### src/bdpc_pkg.sv
package bdpc_pkg;

  localparam int unsigned TimeW = 32;
  localparam int unsigned DataW = 32;
  localparam int unsigned AddrW = 3;

  localparam logic [TimeW-1:0] LongPressRst = TimeW'(1000);
  localparam logic [TimeW-1:0] DebounceRst  = TimeW'(50);

  typedef enum logic [0:0] {
    REG_LONG_PRESS = 1'b0,
    REG_DEBOUNCE   = 1'b1
  } reg_idx_e;

  typedef struct packed {
    logic [TimeW-1:0] long_press_ms;
    logic [TimeW-1:0] debounce_ms;
  } cfg_t;

  typedef struct packed {
    logic [TimeW-1:0] now_ms;
    logic             raw_pressed;
    logic             clear_short;
    logic             clear_long;
  } poll_t;

  typedef struct packed {
    logic             pressed;
    logic             short_event;
    logic             long_event;
    logic [TimeW-1:0] hold_duration;
  } result_t;

endpackage

### src/bdpc_in_if.sv
interface bdpc_in_if;
  import bdpc_pkg::*;

  logic             valid;
  logic             ready;
  logic [TimeW-1:0] now_ms;
  logic             raw_pressed;
  logic             clear_short;
  logic             clear_long;

  modport source (output valid, now_ms, raw_pressed, clear_short, clear_long, input ready);
  modport sink   (input valid, now_ms, raw_pressed, clear_short, clear_long, output ready);
endinterface

### src/bdpc_out_if.sv
interface bdpc_out_if;
  import bdpc_pkg::*;

  logic             valid;
  logic             ready;
  logic             pressed;
  logic             short_event;
  logic             long_event;
  logic [TimeW-1:0] hold_duration;

  modport source (output valid, pressed, short_event, long_event, hold_duration, input ready);
  modport sink   (input valid, pressed, short_event, long_event, hold_duration, output ready);
endinterface

### src/bdpc_cfg_regs.sv
module bdpc_cfg_regs (
  input  logic                       clk_i,
  input  logic                       rst_ni,
  input  logic                       psel,
  input  logic                       penable,
  input  logic                       pwrite,
  input  logic [bdpc_pkg::AddrW-1:0] paddr,
  input  logic [bdpc_pkg::DataW-1:0] pwdata,
  output logic [bdpc_pkg::DataW-1:0] prdata,
  output logic                       pready,
  output bdpc_pkg::cfg_t             cfg_o
);
  import bdpc_pkg::*;

  logic [TimeW-1:0] long_press_q, long_press_d;
  logic [TimeW-1:0] debounce_q, debounce_d;
  logic             wr_en;
  reg_idx_e         idx;

  assign pready = 1'b1;
  assign wr_en  = psel & penable & pwrite;
  // word aligned: byte offset bits are ignored
  assign idx    = reg_idx_e'(paddr[2]);

  always_comb begin
    long_press_d = long_press_q;
    debounce_d   = debounce_q;
    if (wr_en) begin
      case (idx)
        REG_LONG_PRESS: long_press_d = pwdata[TimeW-1:0];
        REG_DEBOUNCE:   debounce_d   = pwdata[TimeW-1:0];
        default: ;
      endcase
    end
  end

  always_comb begin
    case (idx)
      REG_LONG_PRESS: prdata = DataW'(long_press_q);
      REG_DEBOUNCE:   prdata = DataW'(debounce_q);
      default:        prdata = '0;
    endcase
  end

  always_ff @(posedge clk_i or negedge rst_ni) begin
    if (!rst_ni) begin
      long_press_q <= LongPressRst;
      debounce_q   <= DebounceRst;
    end else begin
      long_press_q <= long_press_d;
      debounce_q   <= debounce_d;
    end
  end

  assign cfg_o.long_press_ms = long_press_q;
  assign cfg_o.debounce_ms   = debounce_q;
endmodule

### src/bdpc_eval.sv
module bdpc_eval (
  input  logic              clk_i,
  input  logic              rst_ni,
  input  logic              step_i,
  input  bdpc_pkg::poll_t   poll_i,
  input  bdpc_pkg::cfg_t    cfg_i,
  output bdpc_pkg::result_t res_o
);
  import bdpc_pkg::*;

  logic             prev_raw_q, prev_raw_d;
  logic [TimeW-1:0] change_time_q, change_time_d;
  logic             stable_q, stable_d;
  logic [TimeW-1:0] press_start_q, press_start_d;
  logic             short_q, short_d;
  logic             long_q, long_d;
  logic             fired_q, fired_d;

  logic             raw_chg, settle, rise, fall, fired_mid;
  logic             short_set, long_hit, short_now, long_now;
  logic [TimeW-1:0] deb_age, age_old, held;

  always_comb begin
    raw_chg       = poll_i.raw_pressed != prev_raw_q;
    prev_raw_d    = poll_i.raw_pressed;
    change_time_d = raw_chg ? poll_i.now_ms : change_time_q;
    deb_age       = raw_chg ? '0 : poll_i.now_ms - change_time_q;
    settle        = deb_age > cfg_i.debounce_ms;
    stable_d      = settle ? poll_i.raw_pressed : stable_q;
    rise          = settle & poll_i.raw_pressed & ~stable_q;
    fall          = settle & ~poll_i.raw_pressed & stable_q;

    age_old       = poll_i.now_ms - press_start_q;
    press_start_d = rise ? poll_i.now_ms : press_start_q;
    fired_mid     = rise ? 1'b0 : fired_q;
    held          = rise ? '0 : age_old;

    short_set     = fall & ~fired_q & (age_old < cfg_i.long_press_ms);
    long_hit      = stable_d & ~fired_mid & (held >= cfg_i.long_press_ms);
    fired_d       = fired_mid | long_hit;
    short_now     = short_q | short_set;
    long_now      = long_q | long_hit;
    short_d       = short_now & ~poll_i.clear_short;
    long_d        = long_now & ~poll_i.clear_long;

    res_o.pressed       = stable_d;
    res_o.short_event   = short_now;
    res_o.long_event    = long_now;
    res_o.hold_duration = stable_d ? held : '0;
  end

  always_ff @(posedge clk_i or negedge rst_ni) begin
    if (!rst_ni) begin
      prev_raw_q    <= 1'b0;
      change_time_q <= '0;
      stable_q      <= 1'b0;
      press_start_q <= '0;
      short_q       <= 1'b0;
      long_q        <= 1'b0;
      fired_q       <= 1'b0;
    end else if (step_i) begin
      prev_raw_q    <= prev_raw_d;
      change_time_q <= change_time_d;
      stable_q      <= stable_d;
      press_start_q <= press_start_d;
      short_q       <= short_d;
      long_q        <= long_d;
      fired_q       <= fired_d;
    end
  end
endmodule

### src/button_debounce_press_classifier_core.sv
// Button debouncer with short/long press classification. Each item is one poll (timestamp in
// ms, raw level, two flag clears) and yields exactly one result item. An item passes an input
// register, combinational evaluation against the debounce/press state, and a result register:
// the result register loads from the evaluation when it is empty or its item is being taken,
// so a stalled result side holds items back, and one item is accepted every cycle while the
// result side keeps up. Thresholds are written over the APB port (long press at 0x0,
// debounce at 0x4) and take effect for the next item evaluated.
module button_debounce_press_classifier_core (
  input  logic                       clk_i,
  input  logic                       rst_ni,
  bdpc_in_if.sink                    in_i,
  bdpc_out_if.source                 out_o,
  input  logic                       psel,
  input  logic                       penable,
  input  logic                       pwrite,
  input  logic [bdpc_pkg::AddrW-1:0] paddr,
  input  logic [bdpc_pkg::DataW-1:0] pwdata,
  output logic [bdpc_pkg::DataW-1:0] prdata,
  output logic                       pready
);
  import bdpc_pkg::*;

  cfg_t    cfg;
  poll_t   poll_q, poll_d;
  result_t res, res_q;
  logic    in_vld_q, out_vld_q;
  logic    step, in_take;

  assign step    = in_vld_q & (~out_vld_q | out_o.ready);
  assign in_i.ready = ~in_vld_q | step;
  assign in_take = in_i.valid & in_i.ready;

  always_comb begin
    poll_d.now_ms      = in_i.now_ms;
    poll_d.raw_pressed = in_i.raw_pressed;
    poll_d.clear_short = in_i.clear_short;
    poll_d.clear_long  = in_i.clear_long;
  end

  bdpc_cfg_regs u_cfg (
    .clk_i   (clk_i),
    .rst_ni  (rst_ni),
    .psel    (psel),
    .penable (penable),
    .pwrite  (pwrite),
    .paddr   (paddr),
    .pwdata  (pwdata),
    .prdata  (prdata),
    .pready  (pready),
    .cfg_o   (cfg)
  );

  bdpc_eval u_eval (
    .clk_i  (clk_i),
    .rst_ni (rst_ni),
    .step_i (step),
    .poll_i (poll_q),
    .cfg_i  (cfg),
    .res_o  (res)
  );

  always_ff @(posedge clk_i or negedge rst_ni) begin
    if (!rst_ni) begin
      in_vld_q  <= 1'b0;
      out_vld_q <= 1'b0;
    end else begin
      if (in_take) begin
        in_vld_q <= 1'b1;
      end else if (step) begin
        in_vld_q <= 1'b0;
      end
      if (step) begin
        out_vld_q <= 1'b1;
      end else if (out_o.ready) begin
        out_vld_q <= 1'b0;
      end
    end
  end

  always_ff @(posedge clk_i) begin
    if (in_take) begin
      poll_q <= poll_d;
    end
    if (step) begin
      res_q <= res;
    end
  end

  assign out_o.valid         = out_vld_q;
  assign out_o.pressed       = res_q.pressed;
  assign out_o.short_event   = res_q.short_event;
  assign out_o.long_event    = res_q.long_event;
  assign out_o.hold_duration = res_q.hold_duration;
endmodule

### src/flat_wrapper.sv
// flat-port wrapper written by rule: the top's interface ports become plain ports
module button_debounce_press_classifier_core_flat import bdpc_pkg::*;
  (clk_i, rst_ni, psel, penable, pwrite, paddr, pwdata, prdata, pready, in_i_valid, in_i_now_ms, in_i_raw_pressed, in_i_clear_short, in_i_clear_long, in_i_ready, out_o_valid, out_o_pressed, out_o_short_event, out_o_long_event, out_o_hold_duration, out_o_ready);
  bdpc_in_if in_i_i ();
  bdpc_out_if out_o_i ();
  input  logic clk_i;
  input  logic rst_ni;
  input  logic psel;
  input  logic penable;
  input  logic pwrite;
  input  logic [bdpc_pkg::AddrW-1:0] paddr;
  input  logic [bdpc_pkg::DataW-1:0] pwdata;
  output logic [bdpc_pkg::DataW-1:0] prdata;
  output logic pready;
  input wire logic [$bits(in_i_i.valid)-1:0] in_i_valid;
  input wire logic [$bits(in_i_i.now_ms)-1:0] in_i_now_ms;
  input wire logic [$bits(in_i_i.raw_pressed)-1:0] in_i_raw_pressed;
  input wire logic [$bits(in_i_i.clear_short)-1:0] in_i_clear_short;
  input wire logic [$bits(in_i_i.clear_long)-1:0] in_i_clear_long;
  output wire logic [$bits(in_i_i.ready)-1:0] in_i_ready;
  output wire logic [$bits(out_o_i.valid)-1:0] out_o_valid;
  output wire logic [$bits(out_o_i.pressed)-1:0] out_o_pressed;
  output wire logic [$bits(out_o_i.short_event)-1:0] out_o_short_event;
  output wire logic [$bits(out_o_i.long_event)-1:0] out_o_long_event;
  output wire logic [$bits(out_o_i.hold_duration)-1:0] out_o_hold_duration;
  input wire logic [$bits(out_o_i.ready)-1:0] out_o_ready;
  assign in_i_i.valid = in_i_valid;
  assign in_i_i.now_ms = in_i_now_ms;
  assign in_i_i.raw_pressed = in_i_raw_pressed;
  assign in_i_i.clear_short = in_i_clear_short;
  assign in_i_i.clear_long = in_i_clear_long;
  assign in_i_ready = in_i_i.ready;
  assign out_o_valid = out_o_i.valid;
  assign out_o_pressed = out_o_i.pressed;
  assign out_o_short_event = out_o_i.short_event;
  assign out_o_long_event = out_o_i.long_event;
  assign out_o_hold_duration = out_o_i.hold_duration;
  assign out_o_i.ready = out_o_ready;
  button_debounce_press_classifier_core u_core (.clk_i(clk_i), .rst_ni(rst_ni), .in_i(in_i_i), .out_o(out_o_i), .psel(psel), .penable(penable), .pwrite(pwrite), .paddr(paddr), .pwdata(pwdata), .prdata(prdata), .pready(pready));
endmodule
### config.mk
export PLATFORM = sky130hd
export DESIGN_NAME = button_debounce_press_classifier_core_flat
export DESIGN_NICKNAME = d
export VERILOG_FILES = /design/src/bdpc_pkg.sv /design/src/bdpc_in_if.sv /design/src/bdpc_out_if.sv /design/src/bdpc_cfg_regs.sv /design/src/bdpc_eval.sv /design/src/button_debounce_press_classifier_core.sv /design/src/flat_wrapper.sv
export SDC_FILE = /design/constraint.sdc
export NUM_CORES = 1
export LEC_CHECK = 0
export BUFFER_PORTS_ARGS = -buffer_cell sky130_fd_sc_hd__buf_4
export CORE_UTILIZATION = 50
export CTS_CLUSTER_SIZE = 25
export DETAILED_ROUTE_END_ITERATION = 6
export GPL_ROUTABILITY_DRIVEN = 0
export PLACE_DENSITY = 0.73
export SYNTH_ARGS = -nofsm -noshare
export SYNTH_HDL_FRONTEND = slang
export SYNTH_HIERARCHICAL = 1
export SYNTH_SLANG_ARGS = --single-unit
### constraint.sdc
create_clock -name clk_i -period 9.2 [get_ports clk_i]
set_clock_uncertainty 0.1 [all_clocks]
set_input_delay 0.46 -clock clk_i [delete_from_list [all_inputs] [get_ports clk_i]]
set_output_delay 0.46 -clock clk_i [all_outputs]
set_load 0.01 [all_outputs]
-- Yosys cells after proc, flatten, opt, wreduce, memory -nomap -nowiden
Index checks and enable logic that the tools add are counted.
- bits in registers: 205
- latch bits: 0
- memory bits (writable): 0
- memory bits (read-only): 0
- input port bits: 77
- output and inout port bits: 70
- logic and storage cells: 68
- memories kept: 0
- add/sub/neg operators: 2
- $mul: 0
- div/mod/pow operators: 0
- magnitude comparators: 3
- eq/ne operators: 1
- shift-type cells: 0
- mux-type cells: 9
- bitwise gates (word level): 28
- reductions and logical operators: 6
- operators by type and width (kind ; count):
    32-bit two-way mux ; 2
    32-bit one-hot mux with 2 select lines ; 1
    32-bit subtractor ; 2
    32-bit >= comparator ; 1
    32-bit greater-than comparator ; 1
    32-bit < comparator ; 1
    1-bit AND ; 14
    1-bit NOT ; 9
    2-bit AND reduction ; 4
    1-bit two-way mux ; 6
    1-bit OR ; 5
    2-bit nonzero test ; 2
    1-bit != test ; 1

-- Logic depth before layout (Yosys ltp)
- depth in word-level cells: 11
- gate-level depth with buffers: 34
- gate-level depth less buffers: 32

-- Cells and area by module
Netlist, hierarchy kept.
- modules (own cells, without submodules) (module ; times used ; cells an instance ; area an instance (sq um) ; seq. area each (sq um)):
    bdpc_eval ; 1 ; 1093 ; 8849.7 ; 1726.7
    bdpc_cfg_regs ; 1 ; 174 ; 2922.8 ; 1612.8
    button_debounce_press_classifier_core ; 1 ; 78 ; 2205.9 ; 2152.1

-- Worst setup path before layout
No wires, ideal clock.
- path type: flip-flop to flip-flop
- from: register u_core/poll_q[3] (netlist bit)
- to: register u_core.res_q (netlist bit u_core/out_o.long_event), data pin
- library setup time: 0.251 ns
- arrival time: 6.130 ns
- slack: 2.719 ns
- cell stages (with the launch flop): 34
- clock period less this slack: 6.481 ns
- cells stage by stage: edfxtp_1 inv_1 ha_1 inv_1 fa_1 a211oi_1 o21ai_0 a221o_1 nand3_1 a21oi_1 o211ai_1 a211oi_1 a311oi_1 mux2i_1 ha_1 nand4_1 nor3_1 a221oi_1 o31a_1 o21ai_1 a22oi_2 nor3b_2 clkbuf_1 nor2_1 ha_1 a211o_1 a211oi_1 o21ai_0 a31oi_1 o21ai_0 nand2_1 a221oi_1 or2_2 buf_4
- word-level cells in the longest chain between the ends: 10
- elaborated cells between the ends (all ways): 14
- classes of those cells: add/sub (2); order compare (2); mux (4); bitwise (6)
- ends and longest elaborated chain (item ; RTL line ; RTL):
    start, declared ; button_debounce_press_classifier_core.sv:24 ; poll_t poll_q, poll_d;
    start signal, assigned ; button_debounce_press_classifier_core.sv:82 ; poll_q <= poll_d;
    parallel branches: the longest is 8 deep, another holds 32-bit subtractor ; - ;
    1-bit AND (*) ; bdpc_eval.sv:39 ; long_hit = stable_d & ~fired_mid & (held >= cfg_i.long_press_ms);
    1-bit OR (*) ; bdpc_eval.sv:42 ; long_now = long_q | long_hit;
    via u_core.u_eval.long_now ; bdpc_eval.sv:20 ; logic short_set, long_hit, short_now, long_now;
    end signal, assigned ; button_debounce_press_classifier_core.sv:85 ; res_q <= res;
    end, declared ; button_debounce_press_classifier_core.sv:25 ; result_t res, res_q;
Mark *: on every way through the listed nets, which the timed path passes.
A chain may end at the register's enable or synchronous reset.

==> summary.md <==
| Metric | Value |
|---|---|
| Status | completed |
| Die W | 169 um |
| Total gr overflow | 0 |
| Die ar. | 0.0286 mm^2 |
| HP Start | in_i_now_ms[9] |
| Synth area leader | dfrtp_1 |
| Register area | 0.00549 mm^2 |
| FFs w/ async S/R, synth | 0.659 |
| Minimum clock period | 8.01 ns |
| Dpl ws | 1.37 ns |
| CTS Root Cell | clkbuf_16 |
| Final setup fails | 0 |
| First-pass GRT wire length | 52,700 um |
| Final hold vios | 0 |
| Final HPWL DP | 25,200 um |
| Total routed wirelength | 33,300 um |
| Setup bufs post-CTS | 0 |
| Critical path arrival | 8.19 ns |
| #FFs+latches synth | 205 |
| CTS tree | yes |
| Ys flop type | dfrtp_1 |
| CTS Buffer Depth | 3 |
| EDFF count, synth | 70 |
| CTS buffer count | 24 |
| Diodes inserted | 0 |
| Nature of the critical path startpoint | flop |
| Worst min path class | input port to flop |
| Critical path origin | u_core/poll_q[3]$_DFFE_PP_ |
| Area share of the largest cell type after synthesis | 0.226 |
| All-Layer GR Usage | 0.231 |
| Worst Setup End Kind | flop |
| Skew-Pair Late Insertion Delay | 0.53 ns |
| Max Freq | 125 MHz |
| Total power | 5750 uW |
| Core area | 0.0272 mm^2 |
| Synth Cell Area | 0.0140 mm^2 |
| DRC violations left | 0 |
| Synth Area in Compound Gates | 0.128 |
| Reg clk slew, reported paths | 0.06 ns |
| Final antenna-violating net count | 0 |
| Mux contribution to synthesized area | 0.141 |
| Top cells by area, synth | dfrtp_1 23%, edfxtp_1 15%, ha_1 14%, mux2_2 10%, inv_1 4.5% |
| Port Buf Inserts | 143 |
| Slowest stage delay, CP | 0.76 ns |
| Post-synth cell types | 78 |
| TritonCTS sink count | 205 |
| Required time of the critical path | 9.37 ns |
| Area grow syn2layout | 18.0% |
| Net Count, Synth | 1,581 |
| Largest net degree at the start of global routing | 72 |
| IO Pins | 147 |
| CP Max Fanout | 22 |
| Setup tns final | 0 ns |
| Detailed Routing Iterations Pass 1 | 4 |
| Largest family of logic cells by synthesized area | adder cells |
| Total leakage power | 0.00805 uW |
| Area of the multi-input gates | 0.00767 mm^2 |
| Unrepaired setup endpoints after global routing | false |
| Site Rows | 60 |
| CP max-delay cell | nor3b_4 |
| Post_cts resized | 0 |
| Drt wl/cell | 17.5 um |
| DP Cell Count | 1,830 |
| Chip height | 169 um |
| Vias per cell | 5.55 |
| Vias in the first global route | 10,143 |
| FILL cells | 2,297 |
| Final setup margin | 1.19 ns |
| Period utilisation layout | 0.871 |
| Post-layout util | 0.607 |
| Seq/Total Area, Yosys | 0.393 |
| Share of layout cells above drive strength 1 | 0.244 |
| Synth Area in XOR/XNOR | 0.0294 |
| Yosys warns | 6 |
| Initial DRC Count | 741 |
| Peak supply drop | 135 uV |
| Layout Nets | 1,751 |
| Adder-cell area share of the yosys netlist | 0.143 |
| Initial antenna violation count | 0 |
| Fin. max-slew vios | 0 |
| Initial Utilization | 0.514 |
| Actual slew at the worst max-slew pin | 1.15 ns |
| Max Cap Viol | 0 |
| H-tree levels | 1 |
| CP Class | flop to flop |
| Slew headroom | 0.211 |
| Synth Area in Simple Gates | 0.105 |
| P per Cell Area | 348 mW/mm^2 |
| Mapped Avg Cell Area | 10.4 um^2 |
| Post-synthesis cell count | 1,345 |
| Vias | 10,567 |
| Non-filler cells, final | 1,905 |
| Reg-to-reg startpoint | u_core/poll_q[3]$_DFFE_PP_ |
repair_timing:
action / 4_1_cts / 5_1_grt
setup endpoints to repair: 0 / 0
hold buffers: 30 / 1
hold endpoints to repair: 84 / 1
state kept, by name (all words and copies together), names as in the netlist, 32 cells and up:
| name | count |
|---|---|
| u_core/poll_q | 35 |
| u_core/out_o.hold_duration | 32 |
| u_core/u_cfg/debounce_q | 32 |
| u_core/u_cfg/long_press_q | 32 |
| u_core/u_eval/change_time_q | 32 |
| u_core/u_eval/press_start_q | 32 |
path summary, 6_finish.rpt:
kind	endpoint	slack (ns)	cells past startpoint
max	u_core/out_o.long_event$_DFFE_PP_	1.19	31
min	u_core/poll_q[12]$_DFFE_PP_	0.02	1
max reg2reg	u_core/out_o.long_event$_DFFE_PP_	1.19	31
min reg2reg	u_core/u_eval/short_q$_DFFE_PN0P_	0.34	1
max in group asynchronous	u_core/u_cfg/long_press_q[20]$_DFFE_PN0P_	7.24	3
min in group asynchronous	u_core/u_eval/press_start_q[4]$_DFFE_PN0P_	0.40	2
area by class of cell:
class / count / area share
Clock buffer: 33 / 0.0404
Tap cell: 372 / 0.0282
Sequential cell: 205 / 0.333
Clock inverter: 11 / 0.00796
Timing Repair Buffer: 181 / 0.0873
Multi-Input combinational cell: 935 / 0.465
Inverter: 168 / 0.0382
where the power goes:
group / switching [uW] / internal (uW) / leakage, uW
Sequential: 153 / 1270 / 0.00229
Combinational: 1870 / 1490 / 0.00538
Clock: 379 / 589 / 0.000385
Total: 2400 / 3350 / 0.00805
cells in the final DEF (no fill, tap or decap), types with 17 or more instances in the layout:
| cell | synthesis | layout |
|---|---|---|
| buf_4 | 7 | 149 |
| dfrtp_1 | 126 | 126 |
| mux2_2 | 130 | 130 |
| edfxtp_1 | 70 | 70 |
| inv_1 | 168 | 168 |
| nand2_1 | 52 | 52 |
| dlygate4sd3_1 | 0 | 31 |
| o21ai_0 | 39 | 38 |
| nor2_1 | 102 | 102 |
| a21oi_1 | 76 | 76 |
| ha_1 | 157 | 157 |
| nand3_1 | 17 | 17 |
| mux2_4 | 30 | 30 |
| xnor2_1 | 32 | 32 |
| clkbuf_16 | 0 | 25 |
| a21o_1 | 66 | 66 |
| nand4_1 | 22 | 22 |
| nor3_1 | 25 | 25 |
cells by family after synthesis:
group,Yosys count
AND/OR/NAND/NOR,291
AO/OA/AOI/OAI,271
flip-flops,205
buffers and inverters,205
multiplexers,166
adder cells (fa/ha/maj),159
XOR/XNOR,47
other,1
critical path, delay by kind of cell, from the launching register on:
family          cells  cell delay (ns)
mux                 1             0.30
simple gates        7             1.95
buf+inv             2             0.17
flops               1             0.38
fa+ha+maj           4             1.12
compound gates     17             3.71
synth_stat cells (all sizes together), types with 3 or more instances:
master	count
a2111oi	4
a211o	3
a211oi	7
a21boi	3
a21o	67
a21oi	77
a221oi	3
a311oi	4
a31oi	11
and2	6
and3	9
and4	3
buf	21
clkbuf	16
dfrtp	126
dfstp	9
edfxtp	70
ha	157
inv	168
mux2	162
mux2i	4
nand2	52
nand2b	14
nand3	17
nand3b	3
nand4	23
nor2	102
nor2b	13
nor3	25
nor3b	5
o2111ai	5
o211ai	5
o21a	16
o21ai	42
o21bai	6
or2	4
or3	5
or4	3
xnor2	32
xor2	15
stage by stage:
stage / hold slack, ns / area (um^2)
6_report: 0.0164 / 16500
5_1_grt: 0.00534 / 16500
4_1_cts: 0.000480 / 16500
3_5_place_dp: 0.339 / 15400
3_3_place_gp: 0.332 / 15400
2_1_floorplan: 0.0644 / 14000
layer usage:
metal  share of wire  global-route usage  up-vias
li1                -                   -     5131
met1            0.48               0.341     5083
met2            0.45               0.362      300
met3           0.050              0.0238       53
met4           0.020              0.0642        0
met5               0                   0        -
No activity file was read; power rests on OpenSTA's default activity.
